==> src/sv/bge_pkg.sv <==
// ----------------------------------------------------------------------------
// bge_pkg: shared constants for the background gain envelope
// Widths, register indexes, reset values, phase codes, ambient phase ranges and xorshift.
// ----------------------------------------------------------------------------
package bge_pkg;

    localparam int unsigned CfgIdxW = 3;
    localparam int unsigned CfgDataW = 32;

    localparam logic [CfgIdxW-1:0] REG_AUDIBLE   = 3'd0;
    localparam logic [CfgIdxW-1:0] REG_INAUDIBLE = 3'd1;
    localparam logic [CfgIdxW-1:0] REG_DEPTH     = 3'd2;
    localparam logic [CfgIdxW-1:0] REG_ATTACK    = 3'd3;
    localparam logic [CfgIdxW-1:0] REG_HOLD      = 3'd4;
    localparam logic [CfgIdxW-1:0] REG_RELEASE   = 3'd5;
    localparam logic [CfgIdxW-1:0] REG_SEED      = 3'd6;

    localparam logic signed [15:0] RST_AUDIBLE   = -16'sd1536;
    localparam logic signed [15:0] RST_INAUDIBLE = -16'sd17920;
    localparam logic signed [15:0] RST_DEPTH     = -16'sd3072;
    localparam logic [15:0] RST_ATTACK  = 16'd150;
    localparam logic [15:0] RST_HOLD    = 16'd2000;
    localparam logic [15:0] RST_RELEASE = 16'd3000;
    localparam logic [31:0] RST_SEED    = 32'd1;
    localparam logic [17:0] RST_AMB_LEN = 18'd6000;

    localparam logic [1:0] AMB_FADE_IN  = 2'd0;
    localparam logic [1:0] AMB_AUDIBLE  = 2'd1;
    localparam logic [1:0] AMB_FADE_OUT = 2'd2;
    localparam logic [1:0] AMB_ABSENT   = 2'd3;

    localparam logic [1:0] DUCK_IDLE    = 2'd0;
    localparam logic [1:0] DUCK_ATTACK  = 2'd1;
    localparam logic [1:0] DUCK_HOLD    = 2'd2;
    localparam logic [1:0] DUCK_RELEASE = 2'd3;

    function automatic logic [17:0] amb_min(input logic [1:0] p);
        unique case (p)
            AMB_FADE_IN:  amb_min = 18'd6000;
            AMB_AUDIBLE:  amb_min = 18'd60000;
            AMB_FADE_OUT: amb_min = 18'd8000;
            default:      amb_min = 18'd15000;
        endcase
    endfunction

    function automatic logic [16:0] amb_span(input logic [1:0] p);
        unique case (p)
            AMB_FADE_IN:  amb_span = 17'd6001;
            AMB_AUDIBLE:  amb_span = 17'd120001;
            AMB_FADE_OUT: amb_span = 17'd8001;
            default:      amb_span = 17'd30001;
        endcase
    endfunction

    function automatic logic [31:0] xorshift(input logic [31:0] x);
        logic [31:0] a;
        logic [31:0] b;
        a = x ^ (x << 13);
        b = a ^ (a >> 17);
        xorshift = b ^ (b << 5);
    endfunction

endpackage

==> src/sv/background_gain_envelope_core.sv <==
// ----------------------------------------------------------------------------
// background_gain_envelope_core: ambient cycle plus trigger duck, Q8.8 dB
// Sequencer around one shared divider and one shared multiplier.
// ----------------------------------------------------------------------------
// channel | direction | handshake            | payload
// in      | input     | i_valid / o_ready    | i_operation, i_delta_ms
// out     | output    | o_valid / i_ready    | o_gain_db, o_ambient_phase, o_duck_phase
// cfg     | input     | i_cfg_we             | i_cfg_idx, i_cfg_data
//
// A level in a fixed phase is set directly; an eased level runs a fraction
// division on the shared divider plus three multiply steps.
// A tick beat does bookkeeping, a range draw on the shared divider per ambient
// phase boundary crossed, one step per duck boundary, then the ambient and duck
// levels. A trigger skips the advance and evaluates three levels (old duck,
// ambient, new duck).
// Synchronous active-low reset restores the config, phase and handshake registers.
// The result beat holds in an output register; the next input is taken only
// once the result has been accepted.
// ----------------------------------------------------------------------------
module background_gain_envelope_core
    import bge_pkg::*;
(
    input  logic                 i_clk,
    input  logic                 i_rst_n,
    input  logic                 i_valid,
    output logic                 o_ready,
    input  logic                 i_operation,
    input  logic [15:0]          i_delta_ms,
    output logic                 o_valid,
    input  logic                 i_ready,
    output logic signed [16:0]   o_gain_db,
    output logic [1:0]           o_ambient_phase,
    output logic [1:0]           o_duck_phase,
    input  logic                 i_cfg_we,
    input  logic [CfgIdxW-1:0]   i_cfg_idx,
    input  logic [CfgDataW-1:0]  i_cfg_data
);
    typedef enum logic [3:0] {
        S_IDLE, S_AMB, S_DRAW, S_DUCK, S_TRIG,
        S_DIV, S_EASE1, S_EASE2, S_EASE3, S_DONE, S_OUT
    } t_state;

    t_state r_st;
    logic signed [15:0] r_aud, r_inaud, r_depth;
    logic [15:0] r_att, r_hold, r_rel;
    logic [31:0] r_rand;
    logic [1:0]  r_astep, r_dstep;
    logic [17:0] r_ael, r_alen;
    logic [15:0] r_del, r_dlen;
    logic signed [15:0] r_dstart;
    logic [16:0] r_rem;          // time left in this tick
    logic [15:0] r_delta;        // full tick, replayed for the duck
    logic        r_trig;
    logic        r_which;        // 0 ambient level, 1 duck level
    logic        r_draw_wait;
    logic        r_div_wait;
    logic signed [16:0] r_from, r_to;
    logic [16:0] r_t;
    logic [33:0] r_mul;          // shared multiplier result
    logic signed [16:0] r_amb_lvl;
    logic signed [16:0] r_gain;
    logic        r_oval;

    logic        w_div_start;
    logic [33:0] w_div_num;
    logic [17:0] w_div_den;
    logic        w_div_busy;
    logic [33:0] w_quot;
    logic [17:0] w_drem;

    bge_divu u_div (
        .i_clk   (i_clk),
        .i_rst_n (i_rst_n),
        .i_start (w_div_start),
        .i_num   (w_div_num),
        .i_den   (w_div_den),
        .o_busy  (w_div_busy),
        .o_quot  (w_quot),
        .o_rem   (w_drem)
    );

    // ambient left and duck left for the current phase
    logic [17:0] w_aleft;
    logic [16:0] w_dleft;
    assign w_aleft = r_alen - r_ael;
    assign w_dleft = {1'b0, r_dlen - r_del};

    // fraction operands for the level being computed
    logic [17:0] w_fel, w_flen;
    assign w_fel  = r_which ? {2'b0, r_del} : r_ael;
    assign w_flen = r_which ? {2'b0, r_dlen} : r_alen;

    // shared multiplier: 17 x 19 bits in use, one product per step
    logic [33:0] w_ma;
    logic signed [18:0] w_mb;
    logic signed [53:0] w_prod;
    logic [16:0] w_u, w_s;
    logic signed [17:0] w_diff;
    assign w_u    = r_mul[32:16];
    assign w_s    = r_mul[32:16];
    assign w_diff = 18'(r_to) - 18'(r_from);
    always_comb begin
        unique case (r_st)
            S_EASE1: begin w_ma = {17'b0, r_t}; w_mb = $signed({2'b0, r_t}); end
            S_EASE2: begin
                w_ma = {17'b0, w_u};
                w_mb = 19'sd196608 - $signed({1'b0, r_t, 1'b0});
            end
            default: begin w_ma = {17'b0, w_s}; w_mb = $signed({w_diff[17], w_diff}); end
        endcase
    end
    assign w_prod = $signed({1'b0, w_ma}) * w_mb;

    // level from the endpoints and the eased fraction; floor shift
    logic signed [16:0] w_ease;
    assign w_ease = 17'(r_from + 17'(w_prod >>> 16));

    // fixed-phase level, ambient or duck; the duck level before a trigger becomes the trigger start
    logic signed [16:0] w_lvl_fixed;
    always_comb begin
        if (!r_which) w_lvl_fixed = (r_astep == AMB_AUDIBLE) ? 17'(r_aud) : 17'(r_inaud);
        else          w_lvl_fixed = (r_dstep == DUCK_HOLD) ? 17'(r_depth) : 17'sd0;
    end
    logic w_eased;
    assign w_eased = r_which ? (r_dstep == DUCK_ATTACK || r_dstep == DUCK_RELEASE)
                             : (r_astep == AMB_FADE_IN || r_astep == AMB_FADE_OUT);

    logic [31:0] w_next_rand;
    assign w_next_rand = xorshift(r_rand);

    always_comb begin
        w_div_start = 1'b0;
        w_div_num   = '0;
        w_div_den   = '0;
        if (r_st == S_AMB && r_rem != 0 && r_alen != 0 && {1'b0, r_rem} >= w_aleft) begin
            w_div_start = 1'b1;
            w_div_num   = {2'b0, w_next_rand};
            w_div_den   = {1'b0, amb_span(r_astep + 2'd1)};
        end else if (r_st == S_DIV && w_eased && !r_div_wait && w_flen != 0) begin
            w_div_start = 1'b1;
            w_div_num   = {w_fel, 16'b0};
            w_div_den   = w_flen;
        end
    end

    always_ff @(posedge i_clk) begin
        if (!i_rst_n) begin
            r_st     <= S_IDLE;
            r_aud    <= RST_AUDIBLE;
            r_inaud  <= RST_INAUDIBLE;
            r_depth  <= RST_DEPTH;
            r_att    <= RST_ATTACK;
            r_hold   <= RST_HOLD;
            r_rel    <= RST_RELEASE;
            r_rand   <= RST_SEED;
            r_astep  <= AMB_FADE_IN;
            r_ael    <= '0;
            r_alen   <= RST_AMB_LEN;
            r_dstep  <= DUCK_IDLE;
            r_del    <= '0;
            r_dlen   <= '0;
            r_dstart <= '0;
            r_oval   <= 1'b0;
            r_div_wait <= 1'b0;
        end else begin
            if (i_cfg_we) begin
                unique case (i_cfg_idx)
                    REG_AUDIBLE:   r_aud   <= i_cfg_data[15:0];
                    REG_INAUDIBLE: r_inaud <= i_cfg_data[15:0];
                    REG_DEPTH:     r_depth <= i_cfg_data[15:0];
                    REG_ATTACK:    r_att   <= i_cfg_data[15:0];
                    REG_HOLD:      r_hold  <= i_cfg_data[15:0];
                    REG_RELEASE:   r_rel   <= i_cfg_data[15:0];
                    REG_SEED:      r_rand  <= (i_cfg_data == '0) ? 32'd1 : i_cfg_data;
                    default: ;
                endcase
            end
            unique case (r_st)
                S_IDLE: begin
                    if (i_valid) begin
                        r_rem  <= {1'b0, i_delta_ms};
                        r_delta <= i_delta_ms;
                        r_trig <= i_operation;
                        r_which <= 1'b1;
                        r_st   <= i_operation ? S_DIV : S_AMB;
                        r_div_wait <= 1'b0;
                    end
                end
                S_AMB: begin
                    // walk ambient phases, one boundary per draw; the duck gets
                    // the whole tick again
                    if (r_rem == 0 || r_alen == 0) begin
                        r_rem <= {1'b0, r_delta};
                        r_st  <= S_DUCK;
                    end else if ({1'b0, r_rem} < w_aleft) begin
                        r_ael <= r_ael + 18'(r_rem);
                        r_rem <= {1'b0, r_delta};
                        r_st  <= S_DUCK;
                    end else begin
                        r_rem   <= 17'(r_rem - 17'(w_aleft));
                        r_astep <= r_astep + 2'd1;
                        r_ael   <= '0;
                        r_rand  <= w_next_rand;
                        r_st    <= S_DRAW;
                        r_draw_wait <= 1'b1;
                    end
                end
                S_DRAW: begin
                    r_draw_wait <= 1'b0;
                    if (!r_draw_wait && !w_div_busy) begin
                        r_alen <= amb_min(r_astep) + w_drem;
                        r_st   <= S_AMB;
                    end
                end
                S_DUCK: begin
                    // one duck phase boundary per cycle
                    if (r_dstep == DUCK_IDLE || r_rem == 0) begin
                        r_which <= 1'b0;
                        r_st    <= S_DIV;
                    end else if (r_rem < w_dleft) begin
                        r_del <= r_del + r_rem[15:0];
                        r_rem <= '0;
                    end else begin
                        r_rem <= r_rem - w_dleft;
                        r_del <= '0;
                        unique case (r_dstep)
                            DUCK_ATTACK: begin r_dstep <= DUCK_HOLD; r_dlen <= r_hold; end
                            DUCK_HOLD:   begin r_dstep <= DUCK_RELEASE; r_dlen <= r_rel; end
                            default:     begin r_dstep <= DUCK_IDLE; r_dlen <= '0; end
                        endcase
                    end
                end
                S_DIV: begin
                    if (!w_eased) begin
                        r_from <= w_lvl_fixed;
                        r_st   <= S_DONE;
                    end else if (!r_div_wait) begin
                        r_div_wait <= 1'b1;
                        if (r_which) begin
                            r_from <= (r_dstep == DUCK_ATTACK) ? 17'(r_dstart) : 17'(r_depth);
                            r_to   <= (r_dstep == DUCK_ATTACK) ? 17'(r_depth) : 17'sd0;
                        end else begin
                            r_from <= (r_astep == AMB_FADE_IN) ? 17'(r_inaud) : 17'(r_aud);
                            r_to   <= (r_astep == AMB_FADE_IN) ? 17'(r_aud) : 17'(r_inaud);
                        end
                        if (w_flen == 0) begin
                            r_t  <= '0;
                            r_st <= S_EASE1;
                        end
                    end else if (!w_div_busy) begin
                        r_t  <= (w_quot > 34'd65536) ? 17'd65536 : w_quot[16:0];
                        r_st <= S_EASE1;
                    end
                end
                S_EASE1: begin r_mul <= w_prod[33:0]; r_st <= S_EASE2; end
                S_EASE2: begin r_mul <= w_prod[33:0]; r_st <= S_EASE3; end
                S_EASE3: begin r_from <= w_ease; r_st <= S_DONE; end
                S_DONE: begin
                    r_div_wait <= 1'b0;
                    if (r_trig) begin
                        // latch current duck level, restart attack, then ambient
                        r_dstart <= r_from[15:0];
                        r_dstep  <= DUCK_ATTACK;
                        r_dlen   <= r_att;
                        r_del    <= '0;
                        r_trig   <= 1'b0;
                        r_which  <= 1'b0;
                        r_st     <= S_DIV;
                    end else if (!r_which) begin
                        r_amb_lvl <= r_from;
                        r_which   <= 1'b1;
                        r_st      <= S_DIV;
                    end else begin
                        r_gain <= 17'(r_amb_lvl + r_from);
                        r_oval <= 1'b1;
                        r_st   <= S_OUT;
                    end
                end
                S_OUT: begin
                    if (i_ready) begin
                        r_oval <= 1'b0;
                        r_st   <= S_IDLE;
                    end
                end
                default: r_st <= S_IDLE;
            endcase
        end
    end

    assign o_ready         = (r_st == S_IDLE);
    assign o_valid         = r_oval;
    assign o_gain_db       = r_gain;
    assign o_ambient_phase = r_astep;
    assign o_duck_phase    = r_dstep;
endmodule

==> src/sv/bge_divu.sv <==
// ----------------------------------------------------------------------------
// bge_divu: shared restoring divider
// One quotient bit per cycle; 34-bit dividend, 18-bit divisor.
// ----------------------------------------------------------------------------
module bge_divu
    import bge_pkg::*;
(
    input  logic        i_clk,
    input  logic        i_rst_n,
    input  logic        i_start,
    input  logic [33:0] i_num,
    input  logic [17:0] i_den,
    output logic        o_busy,
    output logic [33:0] o_quot,
    output logic [17:0] o_rem
);
    logic [33:0] r_q;
    logic [18:0] r_r;
    logic [17:0] r_d;
    logic [5:0]  r_cnt;
    logic        r_busy;
    logic [18:0] w_sh;
    logic [18:0] w_sub;

    assign w_sh  = {r_r[17:0], r_q[33]};
    assign w_sub = w_sh - {1'b0, r_d};

    always_ff @(posedge i_clk) begin
        if (!i_rst_n) begin
            r_busy <= 1'b0;
            r_cnt  <= '0;
        end else if (i_start) begin
            r_busy <= 1'b1;
            r_cnt  <= 6'd34;
            r_q    <= i_num;
            r_r    <= '0;
            r_d    <= i_den;
        end else if (r_busy) begin
            // shift in one dividend bit, subtract when it fits
            if (!w_sub[18]) begin
                r_r <= w_sub;
                r_q <= {r_q[32:0], 1'b1};
            end else begin
                r_r <= w_sh;
                r_q <= {r_q[32:0], 1'b0};
            end
            r_cnt <= r_cnt - 6'd1;
            if (r_cnt == 6'd1) r_busy <= 1'b0;
        end
    end

    assign o_busy = r_busy;
    assign o_quot = r_q;
    assign o_rem  = r_r[17:0];
endmodule

==> config.mk <==
export PLATFORM = sky130hd
export DESIGN_NAME = background_gain_envelope_core
export DESIGN_NICKNAME = d
export VERILOG_FILES = /design/src/sv/bge_pkg.sv /design/src/sv/background_gain_envelope_core.sv /design/src/sv/bge_divu.sv
export SDC_FILE = /design/constraint.sdc
export NUM_CORES = 2
export LEC_CHECK = 0
export ABC_AREA = 0
export BUFFER_PORTS_ARGS = -buffer_cell sky130_fd_sc_hd__buf_2
export CAP_MARGIN = 10
export CORE_UTILIZATION = 40
export DETAILED_ROUTE_END_ITERATION = 12
export PLACE_DENSITY = 0.51
export SKIP_LAST_GASP = 1
export SYNTH_ARGS = -nofsm -noshare
export SYNTH_HDL_FRONTEND = slang
export SYNTH_SLANG_ARGS = --single-unit
==> constraint.sdc <==
create_clock -name i_clk -period 13.9 [get_ports i_clk]
set_input_delay 0.695 -clock i_clk [delete_from_list [all_inputs] [get_ports i_clk]]
set_output_delay 0.695 -clock i_clk [all_outputs]
set_load 0.005 [all_outputs]
======== Word level (Yosys, flattened, before mapping) ========
Index checks and enable logic that the tools add are counted.
word-level totals
  flip-flop bits (word level) ............. 453
  latch bits .............................. 0
  memory bits (writable) .................. 0
  ROM bits ................................ 0
  input port bits ......................... 57
  output and inout port bits .............. 23
  word-level logic and storage cells ...... 269
  memories kept ........................... 0
cells by class
  $add $sub $neg .......................... 14
  multipliers ............................. 1
  divide/modulo/power cells ............... 0
  magnitude comparators ................... 4
  equality and inequality tests ........... 39
  shift-type cells ........................ 0
  multiplexer cells ....................... 99
  bitwise gates (word level) .............. 10
  reduce and logical (&&, ||, !) cells .... 67
operators with widths
  kind                    number
  $mux W17                23
  $mux W32                6
  $mux W18                8
  $mux W34                4
  $pmux W17 S3            2
  $mux W16                6
  $pmux W16 S2            3
  $xor A32 B32 Y32        2
  $pmux W16 S3            1
  $mux W4                 10
  $pmux W4 S10            1
  $pmux W19 S2            1
  $logic_not A18 Y1       2
  $reduce_bool A18 Y1     2
  $add A17 B17 Y17        2
  $gt A34 B17 Y1 const B  1
  $pmux W17 S2            1
  $mul A18 B19 Y33        1
  $logic_not A32 Y1       1
  $reduce_and A4 Y1       8
  $xor A32 B15 Y32        1
  $ne A2 B2 Y1 const B    13
  $reduce_and A2 Y1       12
  $mux W1                 20
  other kinds (49)        103

======== Logic depth before layout (Yosys ltp) ========
  word-level depth ........................ 10
  gate-level depth with buffers ........... 46
  depth with buffers taken out ............ 45

======== Modules after synthesis ========
From an unflattened synthesis, not the netlist that was laid out.
unflattened totals
  cell total of the unflattened synthesis .. 4495
  area total of the unflattened synthesis .. 39287.7 um^2
by module, submodules not included
  module                         instances  cells each  area each (um^2)  seq. area each (um^2)
  background_gain_envelope_core  1          4169        35156.2           8558.2
  bge_divu                       1          326         4131.5            2242.2

======== Least setup slack after synthesis ========
OpenSTA, ideal clock, no wires.
  kind .................................... register to register
  start ................................... reg r_from[1]
  end ..................................... reg r_from[15] (data pin)
  library setup time ...................... 167 ps
  arrival ................................. 9582 ps
  data required time ...................... 13733 ps
  slack ................................... 4151 ps
  stages on the path, launching flop included .. 42
  path buffers ............................ 0
  clock period less this slack ............ 9749 ps
  cells stage by stage .................... edfxtp_1 > inv_1 > ha_1 > nor2b_1 > o31a_1 > o31a_1 > o21ai_0 > nand2b_1 > xor2_1 > a221oi_1 > nor2_1 > fa_1 > inv_1 > fa_1 > inv_1 > fa_1 > inv_1 > fa_1 > [... 6 more ...] > and4_1 > and2_0 > a311oi_1 > o31ai_1 > o21a_1 > o21a_1 > nor2_1 > nor2b_1 > nor2_1 > xnor2_1 > ha_1 > nor2b_1 > o21a_1 > o31a_1 > o41ai_2 > o21ai_0 > o2111a_1 > a211oi_1
on the way
  cells in the longest elaborated chain, start to end .. 5
RTL lines
  item                    RTL line                              RTL
  from (decl)             background_gain_envelope_core.sv:57   logic signed [16:0] r_from, r_to;
  from (signal assigned)  background_gain_envelope_core.sv:235  r_from <= w_lvl_fixed;
  from (signal assigned)  background_gain_envelope_core.sv:240  r_from <= (r_dstep == DUCK_ATTACK) ? 17'(r_dstart) : 17'(r_depth);
  from (signal assigned)  background_gain_envelope_core.sv:243  r_from <= (r_astep == AMB_FADE_IN) ? 17'(r_inaud) : 17'(r_aud);
  $sub A17 B17 Y18        background_gain_envelope_core.sv:101  assign w_diff = 18'(r_to) - 18'(r_from);
  $pmux W19 S2            background_gain_envelope_core.sv:103  unique case (r_st)
  $mul A18 B19 Y33        background_gain_envelope_core.sv:112  assign w_prod = $signed({1'b0, w_ma}) * w_mb;
  net w_prod[21]          background_gain_envelope_core.sv:96   logic signed [53:0] w_prod;
  $add A17 B17 Y17        background_gain_envelope_core.sv:116  assign w_ease = 17'(r_from + 17'(w_prod >>> 16));
  $pmux W17 S2            background_gain_envelope_core.sv:178  unique case (r_st)
The timed path passes the listed nets, and every way through them passes these cells.
A chain may end at the register's enable or synchronous reset.

======== Worst setup path after layout ========
Ends and elaborated chain as after synthesis.

==> impl_metrics.toml <==
[placement]
dp_hpwl_um = 95810
port_buffers = 79
dpl.cell_count = 5655
routabilityCongestion = 0.9399

[critical_path]
crit_path_max_incr_delay_ns = 1.05
crit_top_cell = "inv_1"
startpoint_type = "flip-flop"
endpoint_kind = "flip-flop"
cp.depth = 39
critical_path_buf_inv_count = 7
arrival_ns = 11.38
worstPathRequired_ns = 14.33
regToRegSetupSlack_ns = 2.95
reg2regPathDepth = 39
cp_slowest_cell = "a221oi_1"
crit_fanout = 7
crit_type = "reg2reg"
path_delay_family = "compound AO/OA/AOI/OAI gates"

[layout]
utilization_pct = 43.89
regArea_um2 = 10800
drive_gt1_share_pct = 6.116
nets = 5075
multi_input_area_um2 = 25140
area_delta_synth_final_pct = 8.179
stdcell_count = 5746
fill_cells = 9621

[global_routing]
grt_pass1_vias = 30350
grt_max_degree = 93
antenna_found_initial = 2
grt_usage_pct = 25.20
grt-ovfl-total = 0
grt_pass1_wl_um = 188900

[synthesis]
synth_edf_count = 207
synth.avg_cell_area_um2 = 8.666
async_flop_share_pct = 0
yosys_warnings = 0
syn_area_um2 = 38720
ys_types = 93
synth_cells = 4468
syn-num-nets = 5102
ys_seq_area_share_pct = 27.89
ys_ff_latch = 436
synth_ff_type = "dfxtp_1"

[clock_network]
clk_latency_ns = 0.61
post_cts_buffers = 0
h-tree-depth = 2
cts_resized = 0
numCtsBuffers = 49
clockRootBuffer = "clkbuf_16"
clk_path_buf_depth = 3
cts_sinks = 436
path_clk_slew_ns = 0.06
tritoncts = "built"
postCtsHoldBufs = 0

[detailed_routing]
drcViolationCount = 0
drt_iter0_markers = 2329
drt_wl_total_um = 123700
vias = 31240
postRouteAntennaNets = 0
drt_pass1_iterations = 6
via_per_inst = 5.436
route.detailed.wl_per_inst_um = 21.52

[hold_path]
hold_depth = 1
hp-class = "in2reg"

[floorplanning]
core_area_um2 = 95440
start_util_pct = 40.57
placementRows = 113
design.die.area_um2 = 98050
fp.dieH_um = 313.1
io_pins = 80
die_w_um = 313.1

[sta]
rsz0062_at_grt = "false"
slew_headroom_pct = 17.61
finalSetupTns_ns = 0
max_freq_ghz = 0.09131
finalHoldWorstSlack_ns = 0.2696
period_minus_slack_ns = 10.95
fin_worst_skew_ns = 0.02280
finalSetupViolations = 0
finalCritPeriodShare_pct = 78.79
worst_pin_slew_ns = 1.236
hold_viol = 0
slew_viol_final = 0

[status]
status = "completed"

[job]
max-cap-violations = 0
cell families after synthesis:
logic type      share of synthesized area [%]
simple gates                            16.87
compound gates                          14.01
buf+inv                                 7.255
fa+ha+maj                               24.58
flops                                   27.89
xor+xnor                                5.726
mux                                     3.664
routing by layer:
| metal | part of all wire, % | track usage [%] | up-vias |
|---|---|---|---|
| met5 | 0.011 | 0 | - |
| met4 | 2.9 | 7.328 | 2 |
| met3 | 6.0 | 3.857 | 152 |
| met2 | 44 | 39.32 | 899 |
| met1 | 47 | 35.97 | 15180 |
| li1 | - | - | 15010 |
flip-flops by register name (all words and copies together) (netlist names), 17 cells and up:
signal,count
r_mul,17
u_div.r_d,18
r_ael,18
r_t,17
r_alen,18
u_div.o_quot,34
r_amb_lvl,17
u_div.r_r,18
r_rand,32
r_rem,17
o_gain_db,17
r_from,17
synthesized netlist by cell type, drive strengths merged, types with 46 or more instances:
| master | instances | area (um^2) |
|---|---|---|
| a21o | 60 | 450.4 |
| xor2 | 78 | 690.7 |
| and3 | 46 | 287.8 |
| nor3 | 65 | 364.1 |
| ha | 271 | 3391 |
| fa | 306 | 6126 |
| a21oi | 287 | 1440 |
| edfxtp | 207 | 6216 |
| inv | 518 | 1944 |
| dfxtp | 229 | 4584 |
| o21ai | 176 | 884.6 |
| nor2 | 427 | 1608 |
| nand3 | 121 | 610.6 |
| a211oi | 65 | 493.0 |
| clkbuf | 183 | 694.4 |
| mux2i | 126 | 1261 |
| nand2 | 623 | 2338 |
| xnor2 | 169 | 1480 |
layout make-up:
| cell class | count | area share [%] |
|---|---|---|
| clock buffers | 61 | 3.157 |
| flip-flops and latches | 436 | 25.78 |
| well taps | 1265 | 3.779 |
| repair buffers | 137 | 1.989 |
| multi-input cells | 3299 | 60.03 |
| diodes | 1 | 0.005974 |
| clock inverters | 29 | 0.6094 |
| inverters | 518 | 4.648 |
through the flow:
step | instance area, um^2 | setup slack (ns)
2_1_floorplan | 38720 | 4.151
3_3_place_gp | 40310 | 3.044
3_5_place_dp | 40310 | 2.849
4_1_cts | 41880 | 2.790
5_1_grt | 41880 | 2.109
6_report | 41890 | 2.948
placed cells by master, fill, tap and decap left out, types with 39 or more instances in the layout:
master and instances:
nor2_1 423, buf_4 59, fa_1 306, nand2_1 623, ha_1 269, nand3_1 120, mux2i_1 126, dfxtp_1 229
a21o_1 60, a211oi_1 64, a21oi_1 283, nor3_1 59, inv_1 517, buf_2 78, edfxtp_1 207, and3_1 46
nor2b_1 39, xnor2_1 169, o21ai_0 167, xor2_1 77, clkbuf_16 50
final timing paths:
| kind | endpoint | startpoint |
|---|---|---|
| worst min register to register | r_att[15]$_SDFFE_PN0P_ | r_att[15]$_SDFFE_PN0P_ |
| worst max-delay path | r_from[15]$_DFFE_PP_ | r_from[1]$_DFFE_PP_ |
| worst min-delay path | r_delta[2]$_DFFE_PP_ | i_delta_ms[2] |
| worst max register to register | r_from[15]$_DFFE_PP_ | r_from[1]$_DFFE_PP_ |
worst reg2reg max path, delay by kind of cell (launching register included):
kind,cells,cell delay [ns]
AOI/OAI and AO/OA,16,4.89
xor gates and xnor gates,1,0.13
adders and majority gates,9,3.89
buffers and inverters,7,0.45
DFF,1,0.53
and+or+nand+nor,6,0.91
Power is not shown: default switching activity piles up to over one toggle a cycle in this logic, so the estimate is an artifact.
